[config.mk]
export PLATFORM = sky130hd
export DESIGN_NAME = motor_feedback_frame_decoder
export DESIGN_NICKNAME = d
export VERILOG_FILES = /design/src/sv/mfd_pkg.sv /design/src/sv/mfd_cfg_regs.sv /design/src/sv/mfd_unwrap.sv /design/src/sv/mfd_scale.sv /design/src/sv/mfd_accum.sv /design/src/sv/motor_feedback_frame_decoder.sv
export SDC_FILE = /design/constraint.sdc
export NUM_CORES = 2
export LEC_CHECK = 0
export BUFFER_PORTS_ARGS = -buffer_cell sky130_fd_sc_hd__buf_4
export CAP_MARGIN = 40
export CORE_ASPECT_RATIO = 2
export CORE_MARGIN = 2
export CORE_UTILIZATION = 30
export DETAILED_ROUTE_END_ITERATION = 10
export GPL_TIMING_DRIVEN = 0
export PLACE_DENSITY = 0.56
export SLEW_MARGIN = 10
export SYNTH_ARGS = -nofsm -noshare
export SYNTH_HDL_FRONTEND = slang
export SYNTH_HIERARCHICAL = 1
export SYNTH_SLANG_ARGS = --single-unit
export TNS_END_PERCENT = 100
[constraint.sdc]
create_clock -name aclk -period 22.6 [get_ports aclk]
set_input_delay 2.26 -clock aclk [delete_from_list [all_inputs] [get_ports aclk]]
set_output_delay 2.26 -clock aclk [all_outputs]
set_load 0.02 [all_outputs]
[src/sv/mfd_pkg.sv]
// ============================================================================
// mfd_pkg: shared types and constants for the motor feedback frame decoder
// Field widths, register codes, gearbox scale constants and stage structs.
// ============================================================================
package mfd_pkg;

    // Frame and state widths
    localparam int ID_W         = 11;
    localparam int ANGLE_W      = 16;
    localparam int DELTA_W      = ANGLE_W + 2;
    localparam int MAG_W        = 16;
    localparam int POS_W        = 56;
    localparam int SPEED_W      = 32;
    localparam int MOTOR_ID_W   = 4;
    localparam int MOTOR_TYPE_W = 2;

    // Stream beats
    localparam int S_TDATA_W  = 3 * ANGLE_W;
    localparam int M_FIELDS_W = 1 + 2 * ANGLE_W + 2 * POS_W + SPEED_W + ANGLE_W;
    localparam int M_TDATA_W  = ((M_FIELDS_W + 7) / 8) * 8;
    localparam int M_PAD_W    = M_TDATA_W - M_FIELDS_W;

    // Configuration port
    localparam int APB_ADDR_W  = 3;
    localparam int APB_DATA_W  = 32;
    localparam int REG_IDX_BIT = 2;

    localparam logic REG_MOTOR_ID   = 1'b0;
    localparam logic REG_MOTOR_TYPE = 1'b1;

    localparam logic [MOTOR_TYPE_W-1:0] TYPE_GEAR_19 = 2'd0;   // 3591/187 gearbox
    localparam logic [MOTOR_TYPE_W-1:0] TYPE_GEAR_36 = 2'd1;   // 36:1 gearbox

    localparam logic [MOTOR_ID_W-1:0]   MOTOR_ID_RESET   = 4'd1;
    localparam logic [MOTOR_TYPE_W-1:0] MOTOR_TYPE_RESET = TYPE_GEAR_19;

    // Encoder unwrap
    localparam int COUNTS_PER_TURN = 8192;
    localparam int WRAP_LIMIT      = 4000;
    localparam logic signed [DELTA_W-1:0] WRAP_HI   = DELTA_W'(WRAP_LIMIT);
    localparam logic signed [DELTA_W-1:0] WRAP_LO   = DELTA_W'(-WRAP_LIMIT);
    localparam logic signed [DELTA_W-1:0] TURN_SPAN = DELTA_W'(COUNTS_PER_TURN);

    // Position increment magnitude = |d| * K + round((|d| * R) / D)
    // 3591/187 gearbox: |d|*15319040/399 -> K = 38393, R = 233, D = 399
    // 36:1 gearbox:     |d|*20480 exactly
    localparam int POS_MAG_W  = 32;
    localparam int POS_INC_W  = POS_MAG_W + 1;
    localparam int POS_SUM_W  = POS_W + 1;
    localparam logic [MAG_W-1:0] POS_HI_K19 = 16'd38393;
    localparam logic [MAG_W-1:0] POS_HI_K36 = 16'd20480;
    // (|d|*233 + 199) / 399 via reciprocal 21528659 / 2^33
    localparam int POS_FRAC_PROD_W = 49;
    localparam int POS_FRAC_SHIFT  = 33;
    localparam int POS_FRAC_W      = 16;
    localparam logic [32:0] POS_FRAC_GAIN = 33'd5016177547;
    localparam logic [31:0] POS_FRAC_BIAS = 32'd4284203141;

    localparam logic signed [POS_W-1:0] POS_MAX = {1'b0, {(POS_W-1){1'b1}}};
    localparam logic signed [POS_W-1:0] POS_MIN = {1'b1, {(POS_W-1){1'b0}}};

    // Speed magnitude = |s| * K + remainder term
    // 3591/187: |s|*12255232/3591 -> K = 3412, rem (|s|*2740 + 1795) / 3591
    // 36:1:     |s|*16384/9       -> K = 1820, rem (|s|*4 + 4) / 9
    localparam int SPD_MAG_W = 28;
    localparam int SPD_K_W   = 12;
    localparam logic [SPD_K_W-1:0] SPD_HI_K19 = 12'd3412;
    localparam logic [SPD_K_W-1:0] SPD_HI_K36 = 12'd1820;
    // reciprocal 153092681 / 2^39
    localparam int SPD19_PROD_W  = 55;
    localparam int SPD19_SHIFT   = 39;
    localparam int SPD19_FRAC_W  = 15;
    localparam logic [38:0] SPD19_GAIN = 39'd419473945940;
    localparam logic [38:0] SPD19_BIAS = 39'd274801362395;
    // reciprocal 466034 / 2^22
    localparam int SPD36_PROD_W  = 37;
    localparam int SPD36_SHIFT   = 22;
    localparam int SPD36_FRAC_W  = 14;
    localparam logic [20:0] SPD36_GAIN = 21'd1864136;
    localparam logic [20:0] SPD36_BIAS = 21'd1864136;

    typedef struct packed {
        logic [MOTOR_ID_W-1:0]   motor_id;
        logic [MOTOR_TYPE_W-1:0] motor_type;
    } mfd_cfg_t;

    typedef struct packed {
        logic                      matched;
        logic                      enabled;
        logic signed [ANGLE_W-1:0] enc_now;
        logic signed [ANGLE_W-1:0] enc_before;
        logic [MOTOR_TYPE_W-1:0]   motor_type;
        logic                      delta_neg;
        logic [MAG_W-1:0]          delta_mag;
        logic                      speed_neg;
        logic [MAG_W-1:0]          speed_mag;
        logic signed [ANGLE_W-1:0] current;
    } mfd_unwrap_t;

    typedef struct packed {
        logic                      matched;
        logic                      enabled;
        logic signed [ANGLE_W-1:0] enc_now;
        logic signed [ANGLE_W-1:0] enc_before;
        logic                      scale_en;
        logic                      pos_neg;
        logic [POS_MAG_W-1:0]      pos_mag;
        logic                      speed_neg;
        logic [SPD_MAG_W-1:0]      speed_mag;
        logic signed [ANGLE_W-1:0] current;
    } mfd_scale_t;

    typedef struct packed {
        logic                      matched;
        logic                      enabled;
        logic signed [ANGLE_W-1:0] enc_now;
        logic signed [ANGLE_W-1:0] enc_before;
        logic signed [POS_W-1:0]   pos_deg;
        logic signed [POS_W-1:0]   pos_before;
        logic signed [SPEED_W-1:0] speed;
        logic signed [ANGLE_W-1:0] current;
    } mfd_result_t;

endpackage

[src/sv/mfd_cfg_regs.sv]
// ============================================================================
// mfd_cfg_regs: configuration registers
// APB-style write/read of motor_id (byte 0) and motor_type (byte 4).
// ============================================================================
module mfd_cfg_regs (
    input  logic                              aclk,
    input  logic                              aresetn,
    input  logic                              psel,
    input  logic                              penable,
    input  logic                              pwrite,
    input  logic [mfd_pkg::APB_ADDR_W-1:0]    paddr,
    input  logic [mfd_pkg::APB_DATA_W-1:0]    pwdata,
    output logic [mfd_pkg::APB_DATA_W-1:0]    prdata,
    output logic                              pready,
    output mfd_pkg::mfd_cfg_t                 cfg
);
    import mfd_pkg::*;

    mfd_cfg_t cfg_reg;
    logic     reg_idx;
    logic     wr_en;

    assign pready  = 1'b1;
    assign reg_idx = paddr[REG_IDX_BIT];
    assign wr_en   = psel & penable & pwrite & pready;
    assign cfg     = cfg_reg;

    always_ff @(posedge aclk) begin
        if (!aresetn) begin
            cfg_reg.motor_id   <= MOTOR_ID_RESET;
            cfg_reg.motor_type <= MOTOR_TYPE_RESET;
        end else if (wr_en) begin
            case (reg_idx)
                REG_MOTOR_ID:   cfg_reg.motor_id   <= pwdata[MOTOR_ID_W-1:0];
                REG_MOTOR_TYPE: cfg_reg.motor_type <= pwdata[MOTOR_TYPE_W-1:0];
                default: ;
            endcase
        end
    end

    always_comb begin
        case (reg_idx)
            REG_MOTOR_ID:   prdata = APB_DATA_W'(cfg_reg.motor_id);
            REG_MOTOR_TYPE: prdata = APB_DATA_W'(cfg_reg.motor_type);
            default:        prdata = '0;
        endcase
    end

endmodule

[src/sv/mfd_unwrap.sv]
// ============================================================================
// mfd_unwrap: id match, encoder pair update and delta unwrap
// Holds the encoder pair and enable flag; registers one unwrapped beat.
// ============================================================================
module mfd_unwrap (
    input  logic                                 aclk,
    input  logic                                 aresetn,
    input  mfd_pkg::mfd_cfg_t                    cfg,
    input  logic                                 in_valid,
    output logic                                 in_ready,
    input  logic [mfd_pkg::ID_W-1:0]             std_id,
    input  logic signed [mfd_pkg::ANGLE_W-1:0]   angle_word,
    input  logic signed [mfd_pkg::ANGLE_W-1:0]   speed_word,
    input  logic signed [mfd_pkg::ANGLE_W-1:0]   current_word,
    output logic                                 out_valid,
    input  logic                                 out_ready,
    output mfd_pkg::mfd_unwrap_t                 out_data
);
    import mfd_pkg::*;

    logic                      enable_reg;
    logic signed [ANGLE_W-1:0] enc_latest_reg;
    logic signed [ANGLE_W-1:0] enc_prev_reg;
    logic                      valid_reg;
    mfd_unwrap_t               data_reg;
    mfd_unwrap_t               data_next;

    logic                      accept;
    logic                      hit;
    logic signed [ANGLE_W-1:0] prev_next;
    logic signed [DELTA_W-1:0] delta_raw;
    logic signed [DELTA_W-1:0] delta;
    logic [DELTA_W-1:0]        delta_abs;
    logic signed [ANGLE_W:0]   speed_ext;
    logic [ANGLE_W:0]          speed_abs;

    assign in_ready  = !valid_reg || out_ready;
    assign accept    = in_valid && in_ready;
    assign out_valid = valid_reg;
    assign out_data  = data_reg;

    assign hit = (std_id[MOTOR_ID_W-1:0] == cfg.motor_id);

    always_comb begin
        // both stored angles zero: seed the pair with the new angle
        if (enc_latest_reg == '0 && enc_prev_reg == '0) begin
            prev_next = angle_word;
        end else begin
            prev_next = enc_latest_reg;
        end

        delta_raw = DELTA_W'(angle_word) - DELTA_W'(prev_next);
        if (delta_raw > WRAP_HI) begin
            delta = delta_raw - TURN_SPAN;
        end else if (delta_raw < WRAP_LO) begin
            delta = delta_raw + TURN_SPAN;
        end else begin
            delta = delta_raw;
        end
        delta_abs = delta[DELTA_W-1] ? DELTA_W'(-delta) : DELTA_W'(delta);

        speed_ext = (ANGLE_W+1)'(speed_word);
        speed_abs = speed_ext[ANGLE_W] ? (ANGLE_W+1)'(-speed_ext) : (ANGLE_W+1)'(speed_ext);

        data_next.matched    = hit;
        data_next.enabled    = enable_reg | hit;
        data_next.enc_now    = hit ? angle_word : enc_latest_reg;
        data_next.enc_before = hit ? prev_next : enc_prev_reg;
        data_next.motor_type = cfg.motor_type;
        data_next.delta_neg  = delta[DELTA_W-1];
        data_next.delta_mag  = delta_abs[MAG_W-1:0];
        data_next.speed_neg  = speed_ext[ANGLE_W];
        data_next.speed_mag  = speed_abs[MAG_W-1:0];
        data_next.current    = current_word;
    end

    always_ff @(posedge aclk) begin
        if (!aresetn) begin
            valid_reg      <= 1'b0;
            enable_reg     <= 1'b0;
            enc_latest_reg <= '0;
            enc_prev_reg   <= '0;
        end else begin
            if (in_ready) begin
                valid_reg <= in_valid;
            end
            if (accept && hit) begin
                enable_reg     <= 1'b1;
                enc_prev_reg   <= prev_next;
                enc_latest_reg <= angle_word;
            end
        end
    end

    always_ff @(posedge aclk) begin
        if (accept) begin
            data_reg <= data_next;
        end
    end

endmodule

[src/sv/mfd_scale.sv]
// ============================================================================
// mfd_scale: gearbox scaling of encoder delta and rotor speed
// Constant multiplies with reciprocal rounding; one registered stage.
// ============================================================================
module mfd_scale (
    input  logic                  aclk,
    input  logic                  aresetn,
    input  logic                  in_valid,
    output logic                  in_ready,
    input  mfd_pkg::mfd_unwrap_t  in_data,
    output logic                  out_valid,
    input  logic                  out_ready,
    output mfd_pkg::mfd_scale_t   out_data
);
    import mfd_pkg::*;

    logic                       valid_reg;
    mfd_scale_t                 data_reg;
    mfd_scale_t                 data_next;

    logic                       gear19;
    logic                       gear36;
    logic [MAG_W-1:0]           pos_k;
    logic [POS_MAG_W-1:0]       pos_hi;
    logic [POS_FRAC_PROD_W-1:0] pos_frac_prod;
    logic [POS_FRAC_W-1:0]      pos_frac;
    logic [SPD_K_W-1:0]         spd_k;
    logic [SPD_MAG_W-1:0]       spd_hi;
    logic [SPD19_PROD_W-1:0]    spd19_prod;
    logic [SPD36_PROD_W-1:0]    spd36_prod;
    logic [SPD19_FRAC_W-1:0]    spd_frac;

    assign in_ready  = !valid_reg || out_ready;
    assign out_valid = valid_reg;
    assign out_data  = data_reg;

    always_comb begin
        gear19 = (in_data.motor_type == TYPE_GEAR_19);
        gear36 = (in_data.motor_type == TYPE_GEAR_36);

        pos_k  = gear19 ? POS_HI_K19 : POS_HI_K36;
        pos_hi = POS_MAG_W'(in_data.delta_mag) * POS_MAG_W'(pos_k);
        pos_frac_prod = POS_FRAC_PROD_W'(in_data.delta_mag) * POS_FRAC_PROD_W'(POS_FRAC_GAIN)
                      + POS_FRAC_PROD_W'(POS_FRAC_BIAS);
        pos_frac = gear19 ? pos_frac_prod[POS_FRAC_SHIFT +: POS_FRAC_W] : '0;

        spd_k  = gear19 ? SPD_HI_K19 : SPD_HI_K36;
        spd_hi = SPD_MAG_W'(in_data.speed_mag) * SPD_MAG_W'(spd_k);
        spd19_prod = SPD19_PROD_W'(in_data.speed_mag) * SPD19_PROD_W'(SPD19_GAIN)
                   + SPD19_PROD_W'(SPD19_BIAS);
        spd36_prod = SPD36_PROD_W'(in_data.speed_mag) * SPD36_PROD_W'(SPD36_GAIN)
                   + SPD36_PROD_W'(SPD36_BIAS);
        spd_frac = gear19 ? spd19_prod[SPD19_SHIFT +: SPD19_FRAC_W]
                          : SPD19_FRAC_W'(spd36_prod[SPD36_SHIFT +: SPD36_FRAC_W]);

        data_next.matched    = in_data.matched;
        data_next.enabled    = in_data.enabled;
        data_next.enc_now    = in_data.enc_now;
        data_next.enc_before = in_data.enc_before;
        data_next.scale_en   = gear19 | gear36;
        data_next.pos_neg    = in_data.delta_neg;
        data_next.pos_mag    = pos_hi + POS_MAG_W'(pos_frac);
        data_next.speed_neg  = in_data.speed_neg;
        data_next.speed_mag  = spd_hi + SPD_MAG_W'(spd_frac);
        data_next.current    = in_data.current;
    end

    always_ff @(posedge aclk) begin
        if (!aresetn) begin
            valid_reg <= 1'b0;
        end else if (in_ready) begin
            valid_reg <= in_valid;
        end
    end

    always_ff @(posedge aclk) begin
        if (in_valid && in_ready) begin
            data_reg <= data_next;
        end
    end

endmodule

[src/sv/mfd_accum.sv]
// ============================================================================
// mfd_accum: position accumulator and result register
// Saturating 56-bit position, speed and current state; drives the result beat.
// ============================================================================
module mfd_accum (
    input  logic                  aclk,
    input  logic                  aresetn,
    input  logic                  in_valid,
    output logic                  in_ready,
    input  mfd_pkg::mfd_scale_t   in_data,
    output logic                  out_valid,
    input  logic                  out_ready,
    output mfd_pkg::mfd_result_t  result
);
    import mfd_pkg::*;

    logic                        valid_reg;
    logic                        matched_reg;
    logic                        enabled_reg;
    logic signed [ANGLE_W-1:0]   enc_now_reg;
    logic signed [ANGLE_W-1:0]   enc_before_reg;
    logic signed [POS_W-1:0]     pos_accum_reg;
    logic signed [POS_W-1:0]     pos_prior_reg;
    logic signed [SPEED_W-1:0]   speed_reg;
    logic signed [ANGLE_W-1:0]   current_reg;

    logic                        load;
    logic signed [POS_INC_W-1:0] inc;
    logic signed [POS_SUM_W-1:0] sum;
    logic signed [POS_W-1:0]     pos_accum_next;
    logic signed [SPEED_W-1:0]   speed_next;

    assign in_ready  = !valid_reg || out_ready;
    assign load      = in_valid && in_ready;
    assign out_valid = valid_reg;

    always_comb begin
        inc = in_data.pos_neg ? -(POS_INC_W'(in_data.pos_mag)) : POS_INC_W'(in_data.pos_mag);
        sum = POS_SUM_W'(pos_accum_reg) + POS_SUM_W'(inc);
        // clamp on overflow of the 56-bit range
        if (sum[POS_SUM_W-1] != sum[POS_SUM_W-2]) begin
            pos_accum_next = sum[POS_SUM_W-1] ? POS_MIN : POS_MAX;
        end else begin
            pos_accum_next = sum[POS_W-1:0];
        end
        speed_next = in_data.speed_neg ? -(SPEED_W'(in_data.speed_mag))
                                       : SPEED_W'(in_data.speed_mag);
    end

    always_ff @(posedge aclk) begin
        if (!aresetn) begin
            valid_reg     <= 1'b0;
            pos_accum_reg <= '0;
            pos_prior_reg <= '0;
            speed_reg     <= '0;
            current_reg   <= '0;
        end else begin
            if (in_ready) begin
                valid_reg <= in_valid;
            end
            if (load && in_data.matched) begin
                pos_prior_reg <= pos_accum_reg;
                current_reg   <= in_data.current;
                if (in_data.scale_en) begin
                    pos_accum_reg <= pos_accum_next;
                    speed_reg     <= speed_next;
                end
            end
        end
    end

    always_ff @(posedge aclk) begin
        if (load) begin
            matched_reg    <= in_data.matched;
            enabled_reg    <= in_data.enabled;
            enc_now_reg    <= in_data.enc_now;
            enc_before_reg <= in_data.enc_before;
        end
    end

    assign result.matched    = matched_reg;
    assign result.enabled    = enabled_reg;
    assign result.enc_now    = enc_now_reg;
    assign result.enc_before = enc_before_reg;
    assign result.pos_deg    = pos_accum_reg;
    assign result.pos_before = pos_prior_reg;
    assign result.speed      = speed_reg;
    assign result.current    = current_reg;

endmodule

[src/sv/motor_feedback_frame_decoder.sv]
// ============================================================================
// motor_feedback_frame_decoder: motor feedback frame decoder, top level
// Decodes feedback frames into unwrapped shaft position, speed and current.
// ============================================================================
// Takes one feedback frame per beat on the s_ stream and returns one result
// beat per frame on the m_ stream, in order. A frame whose low four id bits
// equal motor_id updates the encoder pair, unwraps the 8192-count delta and,
// for the two gearbox types, scales it by the gearbox ratio into degrees
// (signed, 24 fraction bits, saturating at 56 bits) and scales rotor rpm into
// shaft rpm (16 fraction bits); other frames leave the state alone and report
// it with matched = 0. Throughput is one frame per clock while m_tready stays
// high. The frame passes three registers: an unwrap register, a multiply
// register and the result register, where the position accumulator closes
// its loop within a single stage. Configuration is written over the APB port;
// the user must write it only while the stream is idle, the block does not
// enforce this.
// ============================================================================
module motor_feedback_frame_decoder (
    input  logic                                aclk,
    input  logic                                aresetn,
    // frame input
    input  logic                                s_tvalid,
    output logic                                s_tready,
    // [15:0] angle_word, [31:16] speed_word, [47:32] current_word
    input  logic [mfd_pkg::S_TDATA_W-1:0]       s_tdata,
    // [10:0] std_id
    input  logic [mfd_pkg::ID_W-1:0]            s_tuser,
    // result output
    output logic                                m_tvalid,
    input  logic                                m_tready,
    // [0] enabled, [16:1] encoder_now, [32:17] encoder_before,
    // [88:33] position_deg, [144:89] position_before, [176:145] speed_out,
    // [192:177] current_out, [199:193] zero
    output logic [mfd_pkg::M_TDATA_W-1:0]       m_tdata,
    // [0] matched
    output logic                                m_tuser,
    // configuration
    input  logic                                psel,
    input  logic                                penable,
    input  logic                                pwrite,
    input  logic [mfd_pkg::APB_ADDR_W-1:0]      paddr,
    input  logic [mfd_pkg::APB_DATA_W-1:0]      pwdata,
    output logic [mfd_pkg::APB_DATA_W-1:0]      prdata,
    output logic                                pready
);
    import mfd_pkg::*;

    mfd_cfg_t    cfg;
    mfd_unwrap_t unwrap_data;
    mfd_scale_t  scale_data;
    mfd_result_t result;
    logic        unwrap_valid;
    logic        unwrap_ready;
    logic        scale_valid;
    logic        scale_ready;

    logic signed [ANGLE_W-1:0] angle_word;
    logic signed [ANGLE_W-1:0] speed_word;
    logic signed [ANGLE_W-1:0] current_word;

    // split the input beat into its words
    assign angle_word   = s_tdata[ANGLE_W-1:0];
    assign speed_word   = s_tdata[2*ANGLE_W-1:ANGLE_W];
    assign current_word = s_tdata[3*ANGLE_W-1:2*ANGLE_W];

    mfd_cfg_regs u_cfg (
        .aclk    (aclk),
        .aresetn (aresetn),
        .psel    (psel),
        .penable (penable),
        .pwrite  (pwrite),
        .paddr   (paddr),
        .pwdata  (pwdata),
        .prdata  (prdata),
        .pready  (pready),
        .cfg     (cfg)
    );

    // stage 1: match, update encoder pair, unwrap delta
    mfd_unwrap u_unwrap (
        .aclk         (aclk),
        .aresetn      (aresetn),
        .cfg          (cfg),
        .in_valid     (s_tvalid),
        .in_ready     (s_tready),
        .std_id       (s_tuser),
        .angle_word   (angle_word),
        .speed_word   (speed_word),
        .current_word (current_word),
        .out_valid    (unwrap_valid),
        .out_ready    (unwrap_ready),
        .out_data     (unwrap_data)
    );

    // stage 2: gearbox scaling
    mfd_scale u_scale (
        .aclk      (aclk),
        .aresetn   (aresetn),
        .in_valid  (unwrap_valid),
        .in_ready  (unwrap_ready),
        .in_data   (unwrap_data),
        .out_valid (scale_valid),
        .out_ready (scale_ready),
        .out_data  (scale_data)
    );

    // stage 3: accumulate position, hold the result beat
    mfd_accum u_accum (
        .aclk      (aclk),
        .aresetn   (aresetn),
        .in_valid  (scale_valid),
        .in_ready  (scale_ready),
        .in_data   (scale_data),
        .out_valid (m_tvalid),
        .out_ready (m_tready),
        .result    (result)
    );

    // pack the result beat, lowest field first
    assign m_tuser = result.matched;
    assign m_tdata = {{M_PAD_W{1'b0}},
                      result.current,
                      result.speed,
                      result.pos_before,
                      result.pos_deg,
                      result.enc_before,
                      result.enc_now,
                      result.enabled};

endmodule

[After elaboration in Yosys (flattened, before gate mapping)]
Cells that the tools add are included.
W data, S select, Z words.
Cells by class
  add/sub/neg operators: 13
  multiply operators: 5
  div/mod/pow operators: 0
  order comparisons: 2
  equality and inequality tests: 3
  shift-type cells: 0
  multiplexer cells: 16
  bitwise gates (word level): 5
  reduce and logical (&&, ||, !) cells: 18
Operator list (count)
  $mux W56: 2
  $mux W16: 6
  $pmux W32 S2: 1
  $add A56 B33 Y57: 1
  $add A54 B38 Y54 const B: 1
  $mul A16 B37 Y52 const B: 1
  $add A49 B32 Y49 const B: 1
  $mul A16 B33 Y49 const B: 1
  $add A36 B21 Y36 const B: 1
  $mux W18: 2
  $mul A16 B18 Y33 const B: 1
  $mux W33: 1
  $neg A32 Y33: 1
  $add A32 B16 Y32: 1
  $logic_not A16 Y1: 2
  $mul A16 B16 Y32: 1
  $mux W32: 1
  $neg A16 Y16: 2
  $neg A28 Y32: 1
  $mux W15: 2
  $add A28 B15 Y28: 1
  $mul A16 B12 Y28: 1
  $add A18 B15 Y18 const B: 1
  $gt A18 B13 Y1 const B: 1
  15 further kinds: 28
Storage, ports and cells
  flip-flop bits (word level): 435
  latch bits: 0
  bits in writable memories: 0
  ROM bits: 0
  output and inout port bits: 236
  memories: 0

[Logic depth before layout (Yosys ltp)]
  depth in word-level cells: 9
  mapped depth: 49
  mapped depth without buffers: 47

[By module]
The synthesis kept the hierarchy.
By module, submodules not included
  mfd_scale: instances 1, cells an instance 3632, area each 36588.8 µm², sequential area each 3413.3 µm²
  mfd_accum: instances 1, cells an instance 1426, area each 11571.1 µm², sequential area each 4244.1 µm²
  mfd_unwrap: instances 1, cells an instance 571, area each 6160.9 µm², sequential area each 3263.1 µm²
  mfd_cfg_regs: instances 1, cells an instance 62, area each 516.7 µm², sequential area each 120.1 µm²
  motor_feedback_frame_decoder: instances 1, cells an instance 8, area each 56.3 µm², sequential area each 0.0 µm²

[Worst setup path before layout]
Ideal clock, no wire load.
  path type: reg-to-reg
  start: reg u_unwrap.data_reg, in the netlist u_unwrap/out_data[26]
  end: reg u_scale.data_reg, in the netlist u_scale/out_data[43] (data pin)
  arrival: 11.027 ns
  path slack: 11.306 ns
  stages on the path, launching flop included: 46
  buffers on the path: 2
  clock period less this slack: 11.294 ns
  path through: edfxtp_1 > ha_1 > nand2_1 > o21ai_0 > inv_1 > fa_1 > inv_1 > fa_1 > fa_1 > inv_1 > fa_1 > inv_1 > ha_1 > buf_2 > a21oi_2 > nand2_1 > a221oi_1 > a211oi_2 > [... 10 more ...] > fa_1 > inv_1 > fa_1 > fa_1 > inv_1 > ha_1 > a21o_1 > a21oi_1 > o21bai_1 > a21oi_1 > o21bai_1 > a21oi_1 > o21a_1 > o211a_1 > o31ai_1 > o41ai_1 > mux2i_1 > nand4_1
RTL lines
  start: declaration: RTL line mfd_unwrap.sv:25  | mfd_unwrap_t data_reg;
  start signal: assignment: RTL line mfd_unwrap.sv:97  | data_reg <= data_next;
  end signal: assignment: RTL line mfd_scale.sv:78  | data_reg <= data_next;
  end: declaration: RTL line mfd_scale.sv:18  | mfd_scale_t data_reg;

==> qor.txt <==
======================================================================================
DRC violations left .....................................................            0
Combined buffer and inverter count along the critical path ..............           11
Top fanout value on the critical path ...................................           14
Area of the mapped netlist ..............................................  54900 sq um
Post-synth top flop .....................................................     edfxtp_1
Mean Syn Cell Area ......................................................   9.63 sq um
Clock transition at the registers of the reported paths .................      0.07 ns
Routed wire length per instance ......................................... 17.6 microns
Nets ....................................................................         7669
Kind of capture point of the worst setup path ...........................         flop
RSZ-0062 raised after global routing ....................................        false
Delay-heaviest family, CP ...............................................  adder cells
Leading cell types in the layout, fill and taps excluded ................ 1008 x inv_1, 815 x ha_1, 656 x fa_1, 418 x nand2_1, 392 x a21oi_1
Number of flip-flops under the largest register name ....................          113
Placed standard-cell area ...............................................  60700 sq um
Clock latency of the later-clocked register in the worst-skew pair ......      0.64 ns
TritonCTS clock tree ....................................................          yes
Final wirelength ........................................................ 149000 microns
Detailed Place HPWL ..................................................... 127000 microns
Worst path required time ................................................     22.96 ns
Max-capacitance violation count .........................................            0
Reg-to-reg critical path startpoint ..................................... u_unwrap/out_data[28]$_DFFE_PP_
Number of H-tree levels .................................................            2
Startpoint of the tightest hold check path .............................. u_scale/out_data[94]$_DFFE_PP_
Capturing point of the worst reg2reg path ............................... u_scale/out_data[43]$_DFFE_PP_
Nature of the critical path startpoint ..................................         flop
Post-route cell area ....................................................  62200 sq um
Aggregate negative setup slack ..........................................         0 ns
Slowest Stage Delay on Critical Path ....................................      0.77 ns
Hold Crit Depth .........................................................            0
Number of flops mapped to enable cells by yosys .........................          233
GRT busiest layer .......................................................         met2
Die width ...............................................................  306 microns
R2r setup slk ...........................................................      9.07 ns
Most common library cell in the layout ignoring fill and taps ...........        inv_1
Hold Fails Final Rpt ....................................................            0
Height of the chip ......................................................  609 microns
Number of DRC violations after detailed-routing iteration 0 .............         2397
Synthesis-to-finish area growth .........................................        13.3%
Synth async-reset ratio .................................................            0
Number of distinct standard cells referenced by the synthesized netlist .          117
Overall via count from detail_route .....................................        40.7k
Final Slew Violations ...................................................            0
First drt pass iteration count ..........................................            6
CTS resizes .............................................................            0
Depth of the worst register-to-register path ............................           48
Aggregate global-route resource usage ...................................        0.160
Arrival time of the worst setup path ....................................     13.88 ns
Die area ................................................................ 187000 sq um
Largest net degree at the start of global routing .......................           58
Endpoint, Worst Hold .................................................... u_accum/enc_before_reg[15]$_DFFE_PP_
Core outline area ....................................................... 182000 sq um
Classification of the worst setup path .................................. flop to flop
Library cell contributing the largest single delay on the critical path .     edfxtp_1
Slew margin rel. ........................................................        0.368
Starting density of the core ............................................        0.301
Routability Congestion ..................................................        0.891
Setup repair bufs after CTS .............................................            0
Transition at the pin with the smallest max-transition slack ............     0.948 ns
Port Buf Inserts ........................................................          263
Proportion of layout cells with a drive suffix above 1 ..................       0.0908
Outcome ................................................................. finished clean
Vias per cell ...........................................................         4.80
Met2 demand-to-capacity share in global routing .........................        0.263
Leftover overflow at the end of global routing ..........................            0
Period minus WS final ...................................................     13.53 ns
Clock buffers created by TritonCTS ......................................           46
First-pass GRT wire length .............................................. 236000 microns
Cells after Synth .......................................................         5699
Grt met1 use ............................................................        0.221
Routing usage on met3 ...................................................       0.0247
Cell seen most often among critical-path stages .........................        inv_1
Count of antenna-violating nets left after detailed routing .............            0
Hold Crit Class ......................................................... flop to flop
Post-CTS Hold Fix Bufs ..................................................            0
Maximum operating frequency .............................................     73.9 MHz
Final cycle utilization of the critical path ............................        0.599
Worst setup skew after layout ...........................................    0.0390 ns
TritonCTS sink count ....................................................          435
Number of top-level design ports ........................................          337
Number of global-route vias before repair ...............................        41.2k
Clock Tree Buf Depth ....................................................            3
Synthesis warning total .................................................            6
Sequential-to-total area share from yosys stat ..........................        0.201
Number of register bits inferred by synthesis ...........................          435
Clock tree root driver cell .............................................    clkbuf_16
Standard-cell rows ......................................................          222
Number of antenna violations at the first check in global routing .......            3
Final setup violation count .............................................            0
======================================================================================
## metrics by stage
stage	cells	util	hold WS, ns	setup WS (ns)
floorplan	5745	-	0.400	11.31
global placement	8360	0.329	0.402	8.61
detailed placement	8400	0.333	0.405	9.12
CTS	8485	0.341	0.418	9.04
global route	8486	0.341	0.428	8.20
finish	8487	0.341	0.415	9.07
## how the worst max path moves through the flow
stage                                          from                             end  slack, ns  cells past startpoint
detailed placement  u_unwrap/out_data[28]$_DFFE_PP_  u_scale/out_data[43]$_DFFE_PP_       9.12                     48
global placement    u_unwrap/out_data[26]$_DFFE_PP_  u_scale/out_data[43]$_DFFE_PP_       8.61                     47
global route        u_unwrap/out_data[28]$_DFFE_PP_  u_scale/out_data[43]$_DFFE_PP_       8.20                     47
floorplan           u_unwrap/out_data[26]$_DFFE_PP_  u_scale/out_data[43]$_DFFE_PP_      11.31                     45
CTS                 u_unwrap/out_data[28]$_DFFE_PP_  u_scale/out_data[43]$_DFFE_PP_       9.04                     48
finish              u_unwrap/out_data[28]$_DFFE_PP_  u_scale/out_data[43]$_DFFE_PP_       9.07                     48
## kinds of logic (layout without fill, tap and decap cells)
| group | Yosys count | in the layout | share of synthesized area |
|---|---|---|---|
| compound gates | 1110 | 1110 | 0.131 |
| xor+xnor | 287 | 287 | 0.0463 |
| fa+ha+maj | 1496 | 1496 | 0.430 |
| buf+inv | 1201 | 1590 | 0.0860 |
| flops | 435 | 435 | 0.201 |
| mux | 40 | 40 | 0.00782 |
| other cells | 5 | 52 | 0.000342 |
| simple gates | 1125 | 1125 | 0.0981 |
## per-layer routing
| metal | part of all wire | vias up | wire [microns] |
|---|---|---|---|
| met5 | 0.000080 | - | 12 |
| met2 | 0.46 | 946 | 68700 |
| li1 | - | 19900 | - |
| met1 | 0.46 | 19800 | 69100 |
| met4 | 0.024 | 2 | 3590 |
| met3 | 0.053 | 171 | 7970 |
## area by class of cell
class | instances | area [sq um]
antenna | 1 | 2.50
fill | 18800 | 120000
multi-input combinational | 4109 | 39300
sequential | 435 | 11000
clock buffer | 58 | 1250
clock inverter | 27 | 287
tap | 2352 | 2940
buffer | 192 | 931
timing repair buffer | 304 | 2640
inverter | 1009 | 3790
## cell usage after synthesis (54+ instances only)
| cell | count | share of area |
|---|---|---|
| a21o_1 | 100 | 0.014 |
| a21oi_1 | 392 | 0.036 |
| clkbuf_1 | 119 | 0.0081 |
| dfxtp_1 | 202 | 0.074 |
| edfxtp_1 | 233 | 0.13 |
| fa_1 | 656 | 0.24 |
| ha_1 | 815 | 0.19 |
| inv_1 | 1008 | 0.069 |
| nand2_1 | 418 | 0.029 |
| nand3_1 | 77 | 0.0070 |
| nor2_1 | 247 | 0.017 |
| nor3_1 | 54 | 0.0049 |
| o21ai_0 | 203 | 0.019 |
| xnor2_1 | 174 | 0.028 |
| xor2_1 | 111 | 0.018 |
Power is left out: the tool's default activity adds up to more than one toggle a clock period on the data nets, which glitch-free logic cannot reach.
